[src/sv/hscd_pkg.sv]
`timescale 1ns / 1ps
// ----------------------------------------------------------------------------
// hscd_pkg: shared constants and types of the shot change detector
// Bin geometry, counter widths, register indexes and the command and status
// records between the controller and the datapath.
// ----------------------------------------------------------------------------
package hscd_pkg;

  localparam int LEVELS_PER_CHANNEL = 8;
  localparam int MAX_FRAME_PIXELS   = 4194304;

  localparam int NUM_BINS = LEVELS_PER_CHANNEL * LEVELS_PER_CHANNEL * LEVELS_PER_CHANNEL;
  localparam int LVL_W    = $clog2(LEVELS_PER_CHANNEL);
  localparam int BIN_W    = $clog2(NUM_BINS);
  localparam int CNT_W    = $clog2(MAX_FRAME_PIXELS + 1);
  localparam int ACC_W    = 32;
  localparam int TIME_W   = 32;
  localparam int THR_W    = 17;
  localparam int FIELD_W  = 23;
  localparam int PROD_W   = THR_W + CNT_W;
  localparam int CMP_W    = ACC_W + 16;

  localparam logic [THR_W-1:0]  THRESHOLD_RESET = THR_W'(58982);
  localparam logic [TIME_W-1:0] MIN_SHOT_RESET  = TIME_W'(1000);
  localparam logic [TIME_W-1:0] FIRST_DLY_RESET = TIME_W'(500);

  localparam logic [CNT_W-1:0] CNT_MAX  = CNT_W'(MAX_FRAME_PIXELS);
  localparam logic [BIN_W-1:0] BIN_LAST = BIN_W'(NUM_BINS - 1);

  typedef enum logic [1:0] {
    REG_THRESHOLD = 2'd0,
    REG_MIN_SHOT  = 2'd1,
    REG_FIRST_DLY = 2'd2
  } reg_index_t;

  typedef enum logic {
    EV_FIRST_SHOT = 1'b0,
    EV_NEW_SHOT   = 1'b1
  } event_kind_t;

  // Controller to datapath.
  typedef struct packed {
    logic              accept;   // pixel request taken, issue the bin read
    logic              update;   // write back the incremented bin
    logic              clear;    // zero both histograms at sweep_addr
    logic              sweep;    // read both, zero the older one at sweep_addr
    logic              decide;   // evaluate the frame and switch sides
    logic              load;     // load the result register
    event_kind_t       kind;
    logic              last;
    logic [BIN_W-1:0]  sweep_addr;
  } cmd_t;

  // Datapath to controller.
  typedef struct packed {
    logic eof;       // the pixel being written closes a frame
    logic ev_first;  // the frame produced a first-shot event
    logic ev_new;    // the frame produced a new-shot event
    logic out_free;  // the result register can take a value
  } status_t;

  function automatic logic [LVL_W-1:0] chan_level(input logic [7:0] c);
    logic [31:0] p;
    p = 32'(c) * 32'(LEVELS_PER_CHANNEL);
    return LVL_W'(p >> 8);
  endfunction

endpackage

[src/sv/hscd_ctrl.sv]
`timescale 1ns / 1ps
// ----------------------------------------------------------------------------
// hscd_ctrl: sequencer of the shot change detector
// Runs the clearing pass, the per-pixel read-modify-write, the frame sweep
// and the emission of up to two results.
// ----------------------------------------------------------------------------
module hscd_ctrl (
  input  logic               clk,
  input  logic               rst,
  input  logic               in_valid,
  output logic               in_ready,
  input  hscd_pkg::status_t  st,
  output hscd_pkg::cmd_t     cmd
);

  typedef enum logic [2:0] {
    S_CLEAR,
    S_IDLE,
    S_UPDATE,
    S_SWEEP,
    S_FINISH,
    S_DECIDE,
    S_EMIT_FIRST,
    S_EMIT_NEW
  } state_t;

  state_t                       state;
  logic [hscd_pkg::BIN_W-1:0]   addr;

  assign in_ready = (state == S_IDLE);

  always_comb begin
    cmd            = '0;
    cmd.sweep_addr = addr;
    cmd.kind       = hscd_pkg::EV_FIRST_SHOT;
    case (state)
      S_CLEAR:  cmd.clear  = 1'b1;
      S_IDLE:   cmd.accept = in_valid;
      S_UPDATE: cmd.update = 1'b1;
      S_SWEEP:  cmd.sweep  = 1'b1;
      S_DECIDE: cmd.decide = 1'b1;
      S_EMIT_FIRST: begin
        cmd.load = st.ev_first && st.out_free;
        cmd.last = !st.ev_new;
      end
      S_EMIT_NEW: begin
        cmd.load = st.out_free;
        cmd.kind = hscd_pkg::EV_NEW_SHOT;
        cmd.last = 1'b1;
      end
      default: ;
    endcase
  end

  always_ff @(posedge clk) begin
    if (rst) begin
      state <= S_CLEAR;
      addr  <= '0;
    end else begin
      case (state)
        S_CLEAR: begin
          addr <= addr + 1'b1;
          if (addr == hscd_pkg::BIN_LAST) begin
            addr  <= '0;
            state <= S_IDLE;
          end
        end
        S_IDLE: begin
          if (in_valid) state <= S_UPDATE;
        end
        S_UPDATE: begin
          addr  <= '0;
          state <= st.eof ? S_SWEEP : S_IDLE;
        end
        S_SWEEP: begin
          addr <= addr + 1'b1;
          if (addr == hscd_pkg::BIN_LAST) begin
            addr  <= '0;
            state <= S_FINISH;
          end
        end
        S_FINISH: state <= S_DECIDE;
        S_DECIDE: state <= S_EMIT_FIRST;
        S_EMIT_FIRST: begin
          if (!st.ev_first) begin
            state <= st.ev_new ? S_EMIT_NEW : S_IDLE;
          end else if (st.out_free) begin
            state <= st.ev_new ? S_EMIT_NEW : S_IDLE;
          end
        end
        S_EMIT_NEW: begin
          if (st.out_free) state <= S_IDLE;
        end
        default: state <= S_IDLE;
      endcase
    end
  end

endmodule

[config.mk]
export PLATFORM = sky130hd
export DESIGN_NAME = hscd_ctrl
export DESIGN_NICKNAME = d
export VERILOG_FILES = /design/src/sv/hscd_pkg.sv /design/src/sv/hscd_ctrl.sv
export SDC_FILE = /design/constraint.sdc
export NUM_CORES = 1
export LEC_CHECK = 0
export BUFFER_PORTS_ARGS = -buffer_cell sky130_fd_sc_hd__buf_4
export CORE_MARGIN = 2
export CORE_UTILIZATION = 45
export CTS_CLUSTER_SIZE = 25
export DETAILED_ROUTE_END_ITERATION = 8
export GPL_TIMING_DRIVEN = 0
export PLACE_DENSITY = 0.72
export SLEW_MARGIN = 20
export SYNTH_ARGS = -nofsm -noshare
export SYNTH_HDL_FRONTEND = slang
export SYNTH_SLANG_ARGS = --single-unit
[constraint.sdc]
create_clock -name clk -period 2.37 [get_ports clk]
set_input_delay 0.1185 -clock clk [delete_from_list [all_inputs] [get_ports clk]]
set_output_delay 0.1185 -clock clk [all_outputs]
set_load 0.1 [all_outputs]
==> summary.md <==
| Metric | Value |
|---|---|
| Peak VDD IR | `approximately 0.00024 V` |
| Most area-consuming cells after synthesis | `dfxtp_1 (31%), a21oi_1 (5.9%), nor2_1 (5.9%)` |
| Clock-pin slew on the worst setup and hold paths | `70 ps` |
| Via count | `851` |
| Critical Path RT | `around 2600 ps` |
| Initial Utilization | `49.1%` |
| Fraction of layout cells with a size suffix above 1 | `36.8%` |
| Post-DRT Antenna Nets | `0` |
| Drt total wl | `1.92 mm` |
| Outcome | `finished clean` |
| # H-tree levels | `1` |
| TritonCTS sink count | `12` |
| Critical path launch point type | `flip-flop` |
| Total Power | `around 400 uW` |
| Net Sw Frac | `29.3%` |
| Tmin final | `2190 ps` |
| Area post-placement | `988 um2` |
| Hold Vio Cnt, Final | `0` |
| Worst path arrival time | `2390 ps` |
| Synth Instances | `between 90 and 100` |
| CTS tree | `yes` |
| Highest net fanout along the worst path | `7` |
| NetSw | `118 uW` |
| Number of setup buffers added after CTS | `0` |
| Die span in y | `around 45 um` |
| Post-Syn Area per Cell | `7.89 um2` |
| Worst-case clock buffer depth | `2` |
| Antenna violations before repair | `0` |
| # hold bufs at CTS | `0` |
| Setup TNS | `0 ps` |
| Max_slew headroom | `64.4%` |
| Remaining DRCs | `0` |
| Setup crit end kind | `flip-flop` |
| Global-route wire length before repair | `3.28 mm` |
| Yosys top cell area share | `31.4%` |
| Detailed placement HPWL | `between 1 and 1.5 mm` |
| GRT overflow | `0` |
| # Max-Cap Violations | `0` |
| Largest area contributor in the netlist | `dfxtp_1` |
| Die X-Extent | `45.3 um` |
| RSZ-0062 raised after global routing | `false` |
| Leakage | `0.434 nW` |
| Mapped Area | `between 700 and 800 um2` |
| Crit path from | `addr[0]$_SDFFE_PP0P_` |
| Placer congestion estimate | `0.764` |
| Initial DRC count | `15` |
| R2R Path Start | `addr[0]$_SDFFE_PP0P_` |
| Synth warnings | `0` |
| TritonCTS Buffers | `3` |
| Largest net degree at the start of global routing | `11` |
| Crit path kind | `flip-flop to flip-flop` |
| Vias/cell | `6.04` |
| Total I/O pin count | `25` |
| Worst-skew pair later-pin latency | `270 ps` |
| Ant diodes | `0` |
| Resized cells post-CTS | `0` |
| Hold_sp | `rst` |
| Final net count | `136` |
| Core area | `0.00156 mm2` |
| Layout area overhead | `32.8%` |
| Post-synth EDFFs | `0` |
| Sequential share of power | `52.9%` |
| Design Area, Final | `0.00102 mm2` |
| Post-Layout Cell Count | `141` |
| Inst Count DP | `approximately 140` |
| Post-route clock period utilization | `92.4%` |
| GRT Total Usage | `22.2%` |
| Gate power share | `16.4%` |
| Sequential area share after synthesis | `a little under a third` |
| Syn Nets | `106` |
| WL per Instance | `13.6 um` |
| IO buf count | `24` |
| Commonest register cell after synthesis | `dfxtp_1` |
| Slew Viols, Final | `0` |
| Ys async rst share | `0%` |
| Clk network pwr share | `30.6%` |
| Die area | `0.00205 mm2` |
| Internal | `approximately 290 uW` |
| Vias in the first global route | `768` |
| Distinct cells, synth | `36` |
| Worst hold path class | `input pin to flip-flop` |
| Root buf cell | `clkbuf_4` |
| Setup Skew | `a little under 0.4 ps` |
| Final hold slack | `120 ps` |
| Worst slew pin tran | `532 ps` |
| Row count | `14` |
| Pwr dens | `397 mW/mm2` |
| DRT Pass-1 Iters | `4` |
| Max Clk Rate | `457 MHz` |
| #FFs+latches synth | `12` |
| Setup-failing EPs final | `0` |
[final cells by class]
| type | instances | area (um2) |
|---|---|---|
| fillers | 153 | 542 |
| multi-input cells | 79 | 510 |
| flip-flops and latches | 12 | 246 |
| repair buffers | 24 | 180 |
| plain buffers | 5 | 30.0 |
| clock buffers | 3 | 22.5 |
| well taps | 16 | 20.0 |
| inverters | 2 | 7.51 |
[cell usage after synthesis, types with 3 or more instances]
| cell type | n |
|---|---|
| a311oi_1 | 4 |
| nand2_1 | 10 |
| nor3_1 | 6 |
| nor2_1 | 12 |
| dfxtp_1 | 12 |
| nand2b_1 | 3 |
| a21oi_1 | 9 |
| nand3_1 | 3 |
| buf_2 | 3 |
[final timing paths]
check	end	slack (ps)	depth (start not counted)
worst max register to register	state[1]$_SDFFE_PP0P_	180	9
worst min-delay path	state[0]$_SDFFE_PP0P_	120	3
worst min register to register	addr[5]$_SDFFE_PP0P_	490	1
worst max-delay path	state[1]$_SDFFE_PP0P_	180	9
[stage by stage]
| step | utilization [%] | setup slack, ps |
|---|---|---|
| finish | 65.2 | 181 |
| global route | 65.2 | 6.02 |
| CTS | 64.8 | 197 |
| detailed placement | 63.4 | 218 |
| global placement | 63.4 | 238 |
| floorplan | - | 6.81 |
[cells in the final DEF, fill, tap and decap left out, types with 3 or more instances in the layout]
cell and instances:
a21oi_1 8, a311oi_1 4, buf_2 3, buf_4 24, clkbuf_4 3, dfxtp_1 7
dfxtp_2 5, nand2_1 10, nand2b_1 3, nand3_1 3, nor2_1 11, nor3_1 5
[critical path, stage by stage, from the launching register on]
cell     delay, ps
dfxtp_2        380
ha_1           230
nand3_1        180
nor3_1         250
ha_1           250
or2_1          130
buf_6          130
o32ai_2        100
or3_1          320
a21oi_1        150
[power groups by stage]
stage	clock network [mW]	logic (mW)	registers [mW]
detailed placement	0	0.0669	0.218
finish	0.124	0.0664	0.214
global placement	0	0.0662	0.218
floorplan	0	0.0151	0.250
CTS	0.124	0.0668	0.214
global route	0.140	0.0716	0.215
[kinds of logic (layout without fill, tap and decap cells)]
family,Yosys count,after routing,share of synthesized area [%]
simple gates,48,49,32.4
compound gates,25,25,23.7
flops,12,12,31.4
buf+inv,7,34,4.90
fa+ha+maj,2,2,3.27
mux,2,2,3.27
xor+xnor,1,1,1.14
[routing by layer]
metal  wire, um  track usage (%)  vias to the layer above
li1           -                -                      418
met1        846             25.6                      397
met2        947             39.4                       30
met3         97             8.40                        6
met4         27             3.53                        0
met5          0                0                        -
[state kept, by name, summed over array words and instances (netlist names)]
signal	count
addr	9
state	3
Note: power is estimated with default switching activity, not from simulation.
